File: config.mk
export PLATFORM = sky130hd
export DESIGN_NAME = byte_range_lock_table_unit_flat
export DESIGN_NICKNAME = d
export VERILOG_FILES = /design/src/sv/brl_pkg.sv /design/src/sv/brl_if.sv /design/src/sv/byte_range_lock_table_unit.sv /design/src/sv/brl_ram.sv /design/src/sv/brl_front.sv /design/src/sv/brl_queue.sv /design/src/sv/brl_back.sv /design/src/flat_wrapper.sv
export SDC_FILE = /design/constraint.sdc
export NUM_CORES = 2
export LEC_CHECK = 0
export BUFFER_PORTS_ARGS = -buffer_cell sky130_fd_sc_hd__clkbuf_2
export CORE_MARGIN = 2
export CORE_UTILIZATION = 50
export CTS_BUF_LIST = sky130_fd_sc_hd__clkbuf_4
export DETAILED_ROUTE_END_ITERATION = 16
export PLACE_DENSITY = 0.75
export SLEW_MARGIN = 5
export SYNTH_ARGS = -nofsm -noshare
export SYNTH_HDL_FRONTEND = slang
export SYNTH_SLANG_ARGS = --single-unit
File: constraint.sdc
create_clock -name i_clk -period 23 [get_ports i_clk]
set_clock_uncertainty 0.05 [all_clocks]
set_input_delay 4.6 -clock i_clk [delete_from_list [all_inputs] [get_ports i_clk]]
set_output_delay 4.6 -clock i_clk [all_outputs]
set_load 0.02 [all_outputs]
File: src/sv/brl_pkg.sv
`default_nettype none
package brl_pkg;

    // Command codes on the request channel.
    localparam logic [1:0] CMD_LOCK    = 2'd0;
    localparam logic [1:0] CMD_UNLOCK  = 2'd1;
    localparam logic [1:0] CMD_RELEASE = 2'd2;

    // Status codes on the response channel.
    localparam logic [2:0] ST_OK         = 3'd0;
    localparam logic [2:0] ST_WRAP       = 3'd1;
    localparam logic [2:0] ST_CONFLICT   = 3'd2;
    localparam logic [2:0] ST_FULL       = 3'd3;
    localparam logic [2:0] ST_NOT_LOCKED = 3'd4;

    // Operations after classification in the front end.
    localparam logic [2:0] OP_LOCK    = 3'd0;
    localparam logic [2:0] OP_UNLOCK  = 3'd1;
    localparam logic [2:0] OP_RELEASE = 3'd2;
    localparam logic [2:0] OP_NOP     = 3'd3;
    localparam logic [2:0] OP_WRAP    = 3'd4;

    // One classified request as it travels through the queue.
    typedef struct packed {
        logic [2:0]  op;
        logic [7:0]  file_id;
        logic [15:0] owner_id;
        logic [63:0] range_offset;
        logic [63:0] range_length;
        logic [63:0] range_end;
        logic        want_exclusive;
    } t_job;

    // One stored lock entry.
    typedef struct packed {
        logic [7:0]  file_id;
        logic [15:0] owner_id;
        logic [63:0] range_offset;
        logic [63:0] range_length;
        logic        exclusive;
    } t_slot;

endpackage
`default_nettype wire

File: src/sv/brl_if.sv
`default_nettype none
// Request channel: one lock, unlock or release command per beat.
interface brl_req_if;
    logic        valid;
    logic        ready;
    logic [1:0]  cmd;
    logic [7:0]  file_id;
    logic [15:0] owner_id;
    logic [63:0] range_offset;
    logic [63:0] range_length;
    logic        want_exclusive;

    modport source (output valid, cmd, file_id, owner_id, range_offset, range_length,
                    want_exclusive, input ready);
    modport sink (input valid, cmd, file_id, owner_id, range_offset, range_length,
                  want_exclusive, output ready);
endinterface

// Response channel: one status per beat.
interface brl_rsp_if;
    logic       valid;
    logic       ready;
    logic [2:0] status;

    modport source (output valid, status, input ready);
    modport sink (input valid, status, output ready);
endinterface
`default_nettype wire

File: src/sv/byte_range_lock_table_unit.sv
// Byte-range lock table.
// Requests arrive on i_req (cmd, file, owner, offset, length, exclusive flag)
// and each produces exactly one status beat on o_rsp, in request order.
// A front end classifies each request (wrap check, command decode) and puts
// it in a two-entry queue; a back end walks the lock table, held in RAM, one
// slot per cycle through a registered read port.
// Lock, unlock and release walk the table slot by slot up to the last slot;
// unlock and lock conflicts may end the walk early. A wrapping lock or an
// unused command skips the walk and answers straight from the done state.
// Throughput is one request per walk, set by the single table read port.
// After reset the back end first clears every slot of the valid memory;
// requests are queued meanwhile and served afterwards.
// If the receiver stalls o_rsp, the status is held in the output register;
// the back end can finish one more request and then waits, and the queue
// keeps accepting until it is full, after which i_req.ready drops.
`default_nettype none
module byte_range_lock_table_unit
    import brl_pkg::*;
#(
    parameter int LOCK_SLOTS = 16
) (
    input  wire logic  i_clk,
    input  wire logic  i_rst_n,
    brl_req_if.sink    i_req,
    brl_rsp_if.source  o_rsp
);
    logic push, full, pop, q_valid;
    t_job push_job, q_job;

    // Request classification.
    brl_front u_front (
        .i_req  (i_req),
        .o_push (push),
        .o_job  (push_job),
        .i_full (full)
    );

    // Decoupling queue.
    brl_queue u_queue (
        .i_clk   (i_clk),
        .i_rst_n (i_rst_n),
        .i_push  (push),
        .i_job   (push_job),
        .o_full  (full),
        .i_pop   (pop),
        .o_valid (q_valid),
        .o_job   (q_job)
    );

    // Table walk and update.
    brl_back #(.LOCK_SLOTS(LOCK_SLOTS)) u_back (
        .i_clk   (i_clk),
        .i_rst_n (i_rst_n),
        .i_valid (q_valid),
        .i_job   (q_job),
        .o_pop   (pop),
        .o_rsp   (o_rsp)
    );
endmodule
`default_nettype wire

File: src/sv/brl_ram.sv
`default_nettype none
module brl_ram #(
    parameter int WIDTH = 8,
    parameter int DEPTH = 16
) (
    input  wire logic                                i_clk,
    input  wire logic                                i_we,
    input  wire logic [(DEPTH > 1 ? $clog2(DEPTH) : 1)-1:0] i_waddr,
    input  wire logic [WIDTH-1:0]                    i_wdata,
    input  wire logic                                i_re,
    input  wire logic [(DEPTH > 1 ? $clog2(DEPTH) : 1)-1:0] i_raddr,
    output logic      [WIDTH-1:0]                    o_rdata
);
    logic [WIDTH-1:0] r_mem [DEPTH];

    // One write port and one registered read port.
    always_ff @(posedge i_clk) begin
        if (i_we) begin
            r_mem[i_waddr] <= i_wdata;
        end
        if (i_re) begin
            o_rdata <= r_mem[i_raddr];
        end
    end
endmodule
`default_nettype wire

File: src/sv/brl_front.sv
`default_nettype none
module brl_front
    import brl_pkg::*;
(
    brl_req_if.sink    i_req,
    output logic       o_push,
    output t_job       o_job,
    input  wire logic  i_full
);
    logic [64:0] sum;

    // The end of the range, with its carry for the wrap check.
    assign sum = {1'b0, i_req.range_offset} + {1'b0, i_req.range_length};

    // Classify the command so the back end walks the table only for real table work.
    always_comb begin
        o_job.file_id        = i_req.file_id;
        o_job.owner_id       = i_req.owner_id;
        o_job.range_offset   = i_req.range_offset;
        o_job.range_length   = i_req.range_length;
        o_job.range_end      = sum[63:0];
        o_job.want_exclusive = i_req.want_exclusive;
        unique case (i_req.cmd)
            CMD_LOCK: begin
                o_job.op = (sum[64] && (sum[63:0] != 64'd0)) ? OP_WRAP : OP_LOCK;
            end
            CMD_UNLOCK:  o_job.op = OP_UNLOCK;
            CMD_RELEASE: o_job.op = OP_RELEASE;
            default:     o_job.op = OP_NOP;
        endcase
    end

    assign i_req.ready = !i_full;
    assign o_push      = i_req.valid && !i_full;
endmodule
`default_nettype wire

File: src/sv/brl_queue.sv
`default_nettype none
module brl_queue
    import brl_pkg::*;
(
    input  wire logic i_clk,
    input  wire logic i_rst_n,
    input  wire logic i_push,
    input  wire t_job i_job,
    output logic      o_full,
    input  wire logic i_pop,
    output logic      o_valid,
    output t_job      o_job
);
    t_job       r_slot [2];
    logic       r_wp;
    logic       r_rp;
    logic [1:0] r_cnt;

    assign o_full  = (r_cnt == 2'd2);
    assign o_valid = (r_cnt != 2'd0);
    assign o_job   = r_slot[r_rp];

    // Two-entry circular buffer between the front and back ends.
    always_ff @(posedge i_clk) begin
        if (!i_rst_n) begin
            r_wp  <= 1'b0;
            r_rp  <= 1'b0;
            r_cnt <= 2'd0;
        end else begin
            if (i_push) begin
                r_wp <= !r_wp;
            end
            if (i_pop) begin
                r_rp <= !r_rp;
            end
            if (i_push && !i_pop) begin
                r_cnt <= r_cnt + 2'd1;
            end else if (i_pop && !i_push) begin
                r_cnt <= r_cnt - 2'd1;
            end
        end
    end

    always_ff @(posedge i_clk) begin
        if (i_push) begin
            r_slot[r_wp] <= i_job;
        end
    end
endmodule
`default_nettype wire

File: src/sv/brl_back.sv
`default_nettype none
module brl_back
    import brl_pkg::*;
#(
    parameter int LOCK_SLOTS = 16
) (
    input  wire logic  i_clk,
    input  wire logic  i_rst_n,
    input  wire logic  i_valid,
    input  wire t_job  i_job,
    output logic       o_pop,
    brl_rsp_if.source  o_rsp
);
    localparam int IW = (LOCK_SLOTS > 1) ? $clog2(LOCK_SLOTS) : 1;
    localparam logic [IW:0]   SLOTS_C = (IW + 1)'(LOCK_SLOTS);
    localparam logic [IW-1:0] LAST_C  = IW'(LOCK_SLOTS - 1);
    localparam int SW = $bits(t_slot);

    localparam logic [1:0] S_CLEAR = 2'd0;
    localparam logic [1:0] S_IDLE  = 2'd1;
    localparam logic [1:0] S_SCAN  = 2'd2;
    localparam logic [1:0] S_DONE  = 2'd3;

    logic [1:0]    r_state, n_state;
    t_job          r_job, n_job;
    logic [IW:0]   r_idx, n_idx;
    logic          r_pv, n_pv;
    logic [IW-1:0] r_pidx, n_pidx;
    logic          r_free_ok, n_free_ok;
    logic [IW-1:0] r_free, n_free;
    logic [2:0]    r_status, n_status;
    logic          r_out_vld, n_out_vld;
    logic [2:0]    r_out_st, n_out_st;

    logic          vld_we, vld_wdata, vld_q, rd_en, dat_we;
    logic [IW-1:0] vld_waddr;
    logic [SW-1:0] dat_q;
    t_slot         slot, new_slot;
    logic [63:0]   slot_end;
    logic          same_file, same_owner, meet;

    // Valid bits and entry payload live in separate memories.
    brl_ram #(.WIDTH(1), .DEPTH(LOCK_SLOTS)) u_vld_ram (
        .i_clk   (i_clk),
        .i_we    (vld_we),
        .i_waddr (vld_waddr),
        .i_wdata (vld_wdata),
        .i_re    (rd_en),
        .i_raddr (r_idx[IW-1:0]),
        .o_rdata (vld_q)
    );

    brl_ram #(.WIDTH(SW), .DEPTH(LOCK_SLOTS)) u_dat_ram (
        .i_clk   (i_clk),
        .i_we    (dat_we),
        .i_waddr (r_free),
        .i_wdata (new_slot),
        .i_re    (rd_en),
        .i_raddr (r_idx[IW-1:0]),
        .o_rdata (dat_q)
    );

    assign slot = t_slot'(dat_q);

    always_comb begin
        new_slot.file_id      = r_job.file_id;
        new_slot.owner_id     = r_job.owner_id;
        new_slot.range_offset = r_job.range_offset;
        new_slot.range_length = r_job.range_length;
        new_slot.exclusive    = r_job.want_exclusive;
    end

    // Compare the entry read back against the current request.
    assign slot_end   = slot.range_offset + slot.range_length;
    assign same_file  = vld_q && (slot.file_id == r_job.file_id);
    assign same_owner = same_file && (slot.owner_id == r_job.owner_id);
    assign meet = (r_job.range_length != 64'd0) && (slot.range_length != 64'd0) &&
                  ((r_job.range_end == 64'd0) || (slot.range_offset < r_job.range_end)) &&
                  ((slot_end == 64'd0) || (r_job.range_offset < slot_end));

    // Sequencer: clearing pass, then one slot compared per cycle per request.
    always_comb begin
        n_state   = r_state;
        n_job     = r_job;
        n_idx     = r_idx;
        n_pv      = 1'b0;
        n_pidx    = r_idx[IW-1:0];
        n_free_ok = r_free_ok;
        n_free    = r_free;
        n_status  = r_status;
        n_out_vld = r_out_vld && !o_rsp.ready;
        n_out_st  = r_out_st;
        o_pop     = 1'b0;
        rd_en     = 1'b0;
        vld_we    = 1'b0;
        vld_waddr = r_pidx;
        vld_wdata = 1'b0;
        dat_we    = 1'b0;
        unique case (r_state)
            S_CLEAR: begin
                vld_we    = 1'b1;
                vld_waddr = r_idx[IW-1:0];
                n_idx     = r_idx + 1'b1;
                if (r_idx[IW-1:0] == LAST_C) begin
                    n_state = S_IDLE;
                end
            end
            S_IDLE: begin
                if (i_valid) begin
                    o_pop     = 1'b1;
                    n_job     = i_job;
                    n_idx     = '0;
                    n_free_ok = 1'b0;
                    n_status  = (i_job.op == OP_WRAP) ? ST_WRAP : ST_OK;
                    if ((i_job.op == OP_WRAP) || (i_job.op == OP_NOP)) begin
                        n_state = S_DONE;
                    end else begin
                        n_state = S_SCAN;
                    end
                end
            end
            S_SCAN: begin
                if (r_idx < SLOTS_C) begin
                    rd_en = 1'b1;
                    n_idx = r_idx + 1'b1;
                    n_pv  = 1'b1;
                end
                if (r_pv) begin
                    case (r_job.op)
                        OP_LOCK: begin
                            if (!vld_q && !r_free_ok) begin
                                n_free_ok = 1'b1;
                                n_free    = r_pidx;
                            end
                            if (same_file && meet && (r_job.want_exclusive || slot.exclusive))
                            begin
                                n_status = ST_CONFLICT;
                                n_state  = S_DONE;
                            end else if (r_pidx == LAST_C) begin
                                n_state = S_DONE;
                                if (r_free_ok || !vld_q) begin
                                    n_status = ST_OK;
                                end else begin
                                    n_status = ST_FULL;
                                end
                            end
                        end
                        OP_UNLOCK: begin
                            if (same_owner && (slot.range_offset == r_job.range_offset) &&
                                (slot.range_length == r_job.range_length)) begin
                                vld_we   = 1'b1;
                                n_status = ST_OK;
                                n_state  = S_DONE;
                            end else if (r_pidx == LAST_C) begin
                                n_status = ST_NOT_LOCKED;
                                n_state  = S_DONE;
                            end
                        end
                        default: begin
                            vld_we = same_owner;
                            if (r_pidx == LAST_C) begin
                                n_status = ST_OK;
                                n_state  = S_DONE;
                            end
                        end
                    endcase
                    if (n_state == S_DONE) begin
                        n_pv = 1'b0;
                    end
                end
            end
            default: begin
                // Commit a granted lock, then hand the status to the output register.
                if ((r_job.op == OP_LOCK) && (r_status == ST_OK) && r_free_ok) begin
                    dat_we    = 1'b1;
                    vld_we    = 1'b1;
                    vld_waddr = r_free;
                    vld_wdata = 1'b1;
                    n_free_ok = 1'b0;
                end
                if (!r_out_vld || o_rsp.ready) begin
                    n_out_vld = 1'b1;
                    n_out_st  = r_status;
                    n_state   = S_IDLE;
                end
            end
        endcase
        // A free slot found on the last compare is recorded before commit.
        if ((r_state == S_SCAN) && (n_state == S_DONE) && r_pv && (r_job.op == OP_LOCK) &&
            !r_free_ok && !vld_q && (n_status == ST_OK)) begin
            n_free_ok = 1'b1;
            n_free    = r_pidx;
        end
    end

    always_ff @(posedge i_clk) begin
        if (!i_rst_n) begin
            r_state   <= S_CLEAR;
            r_idx     <= '0;
            r_pv      <= 1'b0;
            r_free_ok <= 1'b0;
            r_out_vld <= 1'b0;
        end else begin
            r_state   <= n_state;
            r_idx     <= n_idx;
            r_pv      <= n_pv;
            r_free_ok <= n_free_ok;
            r_out_vld <= n_out_vld;
        end
    end

    always_ff @(posedge i_clk) begin
        r_job    <= n_job;
        r_pidx   <= n_pidx;
        r_free   <= n_free;
        r_status <= n_status;
        r_out_st <= n_out_st;
    end

    assign o_rsp.valid  = r_out_vld;
    assign o_rsp.status = r_out_st;
endmodule
`default_nettype wire

File: src/flat_wrapper.sv
// flat-port wrapper written by rule: the top's interface ports become plain ports
module byte_range_lock_table_unit_flat import brl_pkg::*;
#(
    parameter int LOCK_SLOTS = 16
)
  (i_clk, i_rst_n, i_req_valid, i_req_cmd, i_req_file_id, i_req_owner_id, i_req_range_offset, i_req_range_length, i_req_want_exclusive, i_req_ready, o_rsp_valid, o_rsp_status, o_rsp_ready);
  brl_req_if i_req_i ();
  brl_rsp_if o_rsp_i ();
  input  wire logic i_clk;
  input  wire logic i_rst_n;
  input wire logic [$bits(i_req_i.valid)-1:0] i_req_valid;
  input wire logic [$bits(i_req_i.cmd)-1:0] i_req_cmd;
  input wire logic [$bits(i_req_i.file_id)-1:0] i_req_file_id;
  input wire logic [$bits(i_req_i.owner_id)-1:0] i_req_owner_id;
  input wire logic [$bits(i_req_i.range_offset)-1:0] i_req_range_offset;
  input wire logic [$bits(i_req_i.range_length)-1:0] i_req_range_length;
  input wire logic [$bits(i_req_i.want_exclusive)-1:0] i_req_want_exclusive;
  output wire logic [$bits(i_req_i.ready)-1:0] i_req_ready;
  output wire logic [$bits(o_rsp_i.valid)-1:0] o_rsp_valid;
  output wire logic [$bits(o_rsp_i.status)-1:0] o_rsp_status;
  input wire logic [$bits(o_rsp_i.ready)-1:0] o_rsp_ready;
  assign i_req_i.valid = i_req_valid;
  assign i_req_i.cmd = i_req_cmd;
  assign i_req_i.file_id = i_req_file_id;
  assign i_req_i.owner_id = i_req_owner_id;
  assign i_req_i.range_offset = i_req_range_offset;
  assign i_req_i.range_length = i_req_range_length;
  assign i_req_i.want_exclusive = i_req_want_exclusive;
  assign i_req_ready = i_req_i.ready;
  assign o_rsp_valid = o_rsp_i.valid;
  assign o_rsp_status = o_rsp_i.status;
  assign o_rsp_i.ready = o_rsp_ready;
  byte_range_lock_table_unit #(.LOCK_SLOTS(LOCK_SLOTS)) u_core (.i_clk(i_clk), .i_rst_n(i_rst_n), .i_req(i_req_i), .o_rsp(o_rsp_i));
endmodule
After elaboration in Yosys (flattened, before gate mapping)
Memory sizes are Yosys's and may differ from the RTL's. A register that Yosys moved wholly into a read port is not among the register bits.
Cells that the tools add are included.
{"block": "classes", "n_addsub": 5, "order_cmp": 3, "eq_ne": 23, "mux": 66, "bitwise": 1, "reduce_logical": 64}
{"cell": "$reduce_bool A64 Y1", "count": 3}
{"cell": "$eq A64 B64 Y1", "count": 2}
{"cell": "$logic_not A64 Y1", "count": 2}
{"cell": "$lt A64 B64 Y1", "count": 2}
{"cell": "$add A64 B64 Y65", "count": 1}
{"cell": "$add A64 B64 Y64", "count": 1}
{"cell": "$mux W1", "count": 28}
{"cell": "$mux W2", "count": 12}
{"cell": "$mux W3", "count": 8}
{"cell": "$mux W4", "count": 6}
{"cell": "$logic_and A1 B1 Y1", "count": 23}
{"cell": "$eq A16 B16 Y1", "count": 1}
{"cell": "$pmux W5 S3", "count": 1}
{"cell": "$pmux W3 S2", "count": 2}
{"cell": "$reduce_bool A2 Y1", "count": 6}
{"cell": "$eq A2 B2 Y1 const B", "count": 5}
{"cell": "$mux W5", "count": 2}
{"cell": "$logic_not A1 Y1", "count": 9}
{"cell": "$logic_not A3 Y1", "count": 3}
{"cell": "$ne A3 B2 Y1 const B", "count": 3}
{"cell": "$pmux W3 S3", "count": 1}
{"cell": "$eq A4 B4 Y1 const B", "count": 2}
{"cell": "$eq A8 B8 Y1", "count": 1}
{"cell": "$pmux W4 S2", "count": 1}
{"cell": "other kinds (26)", "count": 37}
{"block": "totals", "ff_bits": 248, "mem_bits_rw": 2904, "out_inout_bits": 5, "mem_count": 3}
{"memory": "u_core.u_back.u_dat_ram.r_mem", "words": 16, "width": 153, "rd": 1, "rd_ports_with_merged_regs": 1, "write_ports": 1, "line": "brl_ram.sv:14", "text": "logic [WIDTH-1:0] r_mem [DEPTH];"}
{"memory": "u_core.u_queue.r_slot", "words": 2, "width": 220, "rd": 1, "rd_ports_with_merged_regs": 1, "write_ports": 1, "line": "brl_queue.sv:14", "text": "t_job r_slot [2];"}
{"memory": "u_core.u_back.u_vld_ram.r_mem", "words": 16, "width": 1, "rd": 1, "rd_ports_with_merged_regs": 1, "write_ports": 1, "line": "brl_ram.sv:14"}

Logic depth before layout (Yosys ltp)
{"block": "logic_depth", "ltp_word": 21, "ltp_mapped": 24, "ltp_nobuf": 24}

Modules after synthesis
Synthesis repeated with hierarchy kept, for this count alone.
{"block": "hier_totals", "hier_cells": 7386, "area_unflattened_um2": 137137.8}
{"module": "brl_ram (u_core.u_back.u_dat_ram)", "instances": 1, "cells_per_inst": 4015, "area_per_inst_um2": 96582.6, "seq_area_each_um2": 78104.9}
{"module": "brl_back", "instances": 1, "cells_per_inst": 1709, "area_per_inst_um2": 17551.8, "seq_area_each_um2": 7156.9}
{"module": "brl_queue", "instances": 1, "cells_per_inst": 706, "area_per_inst_um2": 16168.0, "seq_area_each_um2": 13312.8}
{"module": "brl_front", "instances": 1, "cells_per_inst": 909, "area_per_inst_um2": 6079.6, "seq_area_each_um2": 0.0}
{"module": "brl_ram (u_core.u_back.u_vld_ram)", "instances": 1, "cells_per_inst": 47, "area_per_inst_um2": 755.7, "seq_area_each_um2": 510.5}

Worst setup path after synthesis
No wires, ideal clock.
{"block": "synth_timing", "path_type": "reg2reg", "start": "register u_core.u_back.r_job[218] (netlist name)", "end": "memory u_core.u_back.u_dat_ram.r_mem[1][0] (netlist name), enable pin", "setup_time_ps": 1040, "arrival_ps": 15944, "t_required_ps": 21910, "slack_ps": 5965, "stages_incl_launch_ff": 8, "n_path_buf": 0, "cell_sequence": "edfxtp_1 nor2_1 nand2_1 nor4_1 nand2_1 clkinv_1 nand2_1 nor4_1"}
{"block": "synth_via", "elab_chain_cells": 7}
{"element": "start, declared", "line": "brl_back.sv:25", "text": "t_job r_job, n_job;"}
{"element": "start signal, assigned", "line": "brl_back.sv:213", "text": "r_job <= n_job;"}
{"element": "$logic_not A3 Y1", "line": "brl_back.sv:174", "text": "if ((r_job.op == OP_LOCK) && (r_status == ST_OK) && r_free_ok) begin"}
{"element": "$logic_and A1 B1 Y1 (2 in series)", "line": "brl_back.sv:174"}
{"element": "$mux W1", "line": "brl_back.sv:174"}
{"element": "$mux W1", "line": "brl_back.sv:99", "text": "unique case (r_state)"}
{"element": "named net u_core.u_back.dat_we", "line": "brl_back.sv:35", "text": "logic vld_we, vld_wdata, vld_q, rd_en, dat_we;"}
{"element": "$mux W1", "line": "brl_ram.sv:18", "text": "if (i_we) begin"}
{"element": "$mux W1 (not written as such)", "line": "brl_ram.sv:19", "text": "r_mem[i_waddr] <= i_wdata;"}
{"element": "end, declared", "line": "brl_ram.sv:14"}
The timed path passes the listed nets, and every way through them passes these cells.

==> impl_metrics.json <==
{
  "status": "complete, but fails checks",
  "violations": "antenna rules",
  "synth_edf_count": 3285,
  "intPower_uw": 9250,
  "placementRows": 190,
  "grt_max_degree": 122,
  "setup_tns_ns": 0,
  "die_area_um2": 273000,
  "dr_total_vias": 72600,
  "required_ns": 24.09,
  "grt_pass1_vias": 72900,
  "reg2reg_to": "u_core.u_back.r_free_ok$_SDFFE_PN0P_",
  "syn-instance-count": 6638,
  "cts_tree": "done",
  "regArea_um2": 99100,
  "setup_ws_ns": 14.74,
  "pwr-share-clk_pct": 38.0,
  "cap_violations": 0,
  "hold_class": "flop to flop",
  "grt_pass1_wl_um": 510000,
  "post-dp-hpwl_um": 220000,
  "p_per_area_nw_per_um2": 79.3,
  "wl_um": 360000,
  "hold_viol": 0,
  "grt_usage_pct": 26.2,
  "post-place-ws_ns": 13.37,
  "async_flop_share_pct": 0,
  "grt_antenna_before_repair": 23,
  "overflow": 0,
  "start_util_pct": 50.3,
  "wire_per_inst_um": 31.3,
  "syn_nets": 7058,
  "setup_viol": 0,
  "switching_power_uw": 2580,
  "die_h_um": 523,
  "cts_made_buffers": 760,
  "r2r_start": "u_core.u_back.u_dat_ram.o_rdata[98]$_DFFE_PP_",
  "power_frac_seq_pct": 56.5,
  "num_io_pins": 164,
  "portBuffers": 163,
  "postCtsSetupRepairBufs": 0,
  "criticalPathCategory": "primary input to flop",
  "rr_worst_depth": 22,
  "cts_resized": 0,
  "nFillCells": 19900,
  "ir_drop_v": 0.0000708,
  "ys_ff_latch": 3307,
  "gp_congestion": 0.970,
  "die_x_um": 523,
  "synth_top_cell_area_share_pct": 73.3,
  "synth_warnings": 0,
  "whs_path_depth": 0,
  "h-tree-depth": 6,
  "leakage_uw": 0.0483,
  "synthTopCellsByCount": "3285 x edfxtp_1, 770 x mux4_2, 259 x ha_1",
  "worst_ep_arrival_time_ns": 9.35,
  "path_max_fanout": 5,
  "dominantRegCellSynth": "edfxtp_1",
  "ant_nets": 1,
  "rsz0062_at_grt": "false",
  "finalMaxSlewViolations": 0,
  "viasPerCell": 6.30,
  "min_to": "u_core.u_back.r_free[2]$_DFFE_PP_",
  "tightest_slew_ns": 1.21,
  "yosysMostFrequentCell": "edfxtp_1",
  "fmax_mhz": 121,
  "synth_area_um2": 135000,
  "holdBufCountCts": 0,
  "yosysSeqAreaShare_pct": 73.7,
  "root_buffer": "clkbuf_4",
  "fin_crit_ns": 8.26,
  "drcViolationCount": 0,
  "max_slew_margin_pct": 18.4,
  "syn2layout_area_growth_pct": 10.9,
  "final_nets": 7832,
  "finalCritPeriodShare_pct": 35.9,
  "synth.area.top_cells": "edfxtp_1 73%, mux4_2 13%, ha_1 2.4%",
  "clk_path_buf_depth": 4,
  "holdCritStartpoint": "u_core.u_back.r_pidx[2]$_DFF_P_",
  "p_comb_share_pct": 5.5,
  "ff2ff_setup_slack_ns": 14.80,
  "avgSynthCellArea_um2": 20.3,
  "clock-sinks": 3307,
  "dr.pass1.iters": 7,
  "multi_input_area_um2": 34000,
  "path_clk_slew_ns": 0.07,
  "clkLatencyLatePin_ns": 1.44,
  "drive_above_1_share_pct": 31.6,
  "drtIter0Drc": 9510,
  "coreArea_um2": 268000,
  "end_kind": "flop",
  "ys_types": 108,
  "sw_frac_of_total_pct": 21.8,
  "synth_area_leader_cell": "edfxtp_1",
  "startpoint_type": "primary input"
}
state kept, by name (all words and copies together), names as in the netlist, 3 cells and up, named ones only:
signal,count
u_core.u_back.u_dat_ram.r_mem,2448
u_core.u_queue.r_slot,440
u_core.u_back.new_slot,153
u_core.u_back.u_dat_ram.o_rdata,153
u_core.u_back.r_job,67
u_core.u_back.u_vld_ram.r_mem,16
u_core.u_back.r_idx,5
u_core.u_back.r_free,4
u_core.u_back.r_pidx,4
u_core.u_back.o_rsp.status,3
u_core.u_back.r_status,3
cell usage in the layout, fill, tap and decap left out, types with 96 or more instances in the layout:
master	n
nor2_1	144
clkbuf_4	1106
nand4_1	102
mux2_2	220
nor4_1	99
ha_1	259
xnor2_1	96
clkbuf_2	163
o21ai_0	107
xor2_1	173
buf_4	109
a21oi_1	203
inv_1	119
clkinv_1	138
mux4_2	770
edfxtp_1	3285
nand2_1	184
area by class of cell:
type / instances / share of cell area [%]
flip-flops and latches: 3307 / 66.5
multi-input cells: 2942 / 22.8
clock buffers: 1106 / 5.57
well taps: 3552 / 2.98
repair buffers: 280 / 1.20
clock inverters: 190 / 0.675
inverters: 121 / 0.310
diodes: 14 / 0.0235
per-stage QoR:
stage / utilization (%) / total power (µW) / hold WS [ns] / cells / cell area [µm²]
after detailed placement: 52.2 / 7450 / 0.398 / 10200 / 140000
after floorplan: - / 7280 / 0.279 / 6638 / 135000
after global placement: 52.2 / 7440 / 0.391 / 10200 / 140000
after CTS: 55.7 / 11900 / 0.412 / 11500 / 149000
final: 55.7 / 11800 / 0.411 / 11500 / 149000
after global routing: 55.7 / 12200 / 0.412 / 11500 / 149000
per-layer routing:
layer | GRT usage (%) | share of wire (%) | up-vias
met5 | 0 | 0.052 | -
met4 | 11.9 | 4.3 | 14
met3 | 5.70 | 11 | 657
met2 | 40.7 | 47 | 4669
met1 | 35.7 | 38 | 37600
li1 | - | - | 29700
power by group through the flow:
stage               registers, µW  logic, µW  clock network [µW]
floorplan                    6820        461                   0
global placement             6810        630                   0
detailed placement           6810        640                   0
CTS                          6680        643                4580
global route                 6680        682                4870
finish                       6680        645                4500
cell families after synthesis:
kind of cell    after synthesis  share of synthesized area [%]
simple gates                770                           3.02
buf+inv                     389                           1.16
flops                      3307                           73.7
mux                        1000                           14.8
compound gates              642                           3.16
fa+ha+maj                   261                           2.44
xor+xnor                    269                           1.75
worst max-delay path, stage by stage:
cell and delay [ns]:
clkbuf_2 0.11, ha_1 0.35, inv_1 0.09, fa_1 0.42
nor2b_1 0.20, o2111ai_1 0.19, a31oi_2 0.41, a31oi_1 0.41
o2bb2ai_1 0.58, o211ai_1 0.27, o211ai_1 0.26, a31oi_1 0.21
o21ai_0 0.31, xor2_1 0.17, nor4_1 0.37, and4b_1 0.25
a31oi_1 0.11
worst max-delay path by stage:
stage / from / to / slack, ns / depth (start not counted)
global placement: i_req_range_length[0] / u_core.u_queue.r_slot[0][219]$_DFFE_PP_ / 13.42 / 17
floorplan: u_core.u_back.r_job[218]$_DFFE_PP_ / u_core.u_back.u_dat_ram.r_mem[1][0]$_DFFE_PP_ / 5.97 / 7
CTS: i_req_range_offset[0] / u_core.u_queue.r_slot[0][219]$_DFFE_PP_ / 14.90 / 17
global route: i_req_range_offset[0] / u_core.u_queue.r_slot[0][219]$_DFFE_PP_ / 14.49 / 17
detailed placement: i_req_range_length[0] / u_core.u_queue.r_slot[0][219]$_DFFE_PP_ / 13.37 / 17
finish: i_req_range_offset[0] / u_core.u_queue.r_slot[0][219]$_DFFE_PP_ / 14.74 / 17
Note: power is estimated with default switching activity, not from simulation.
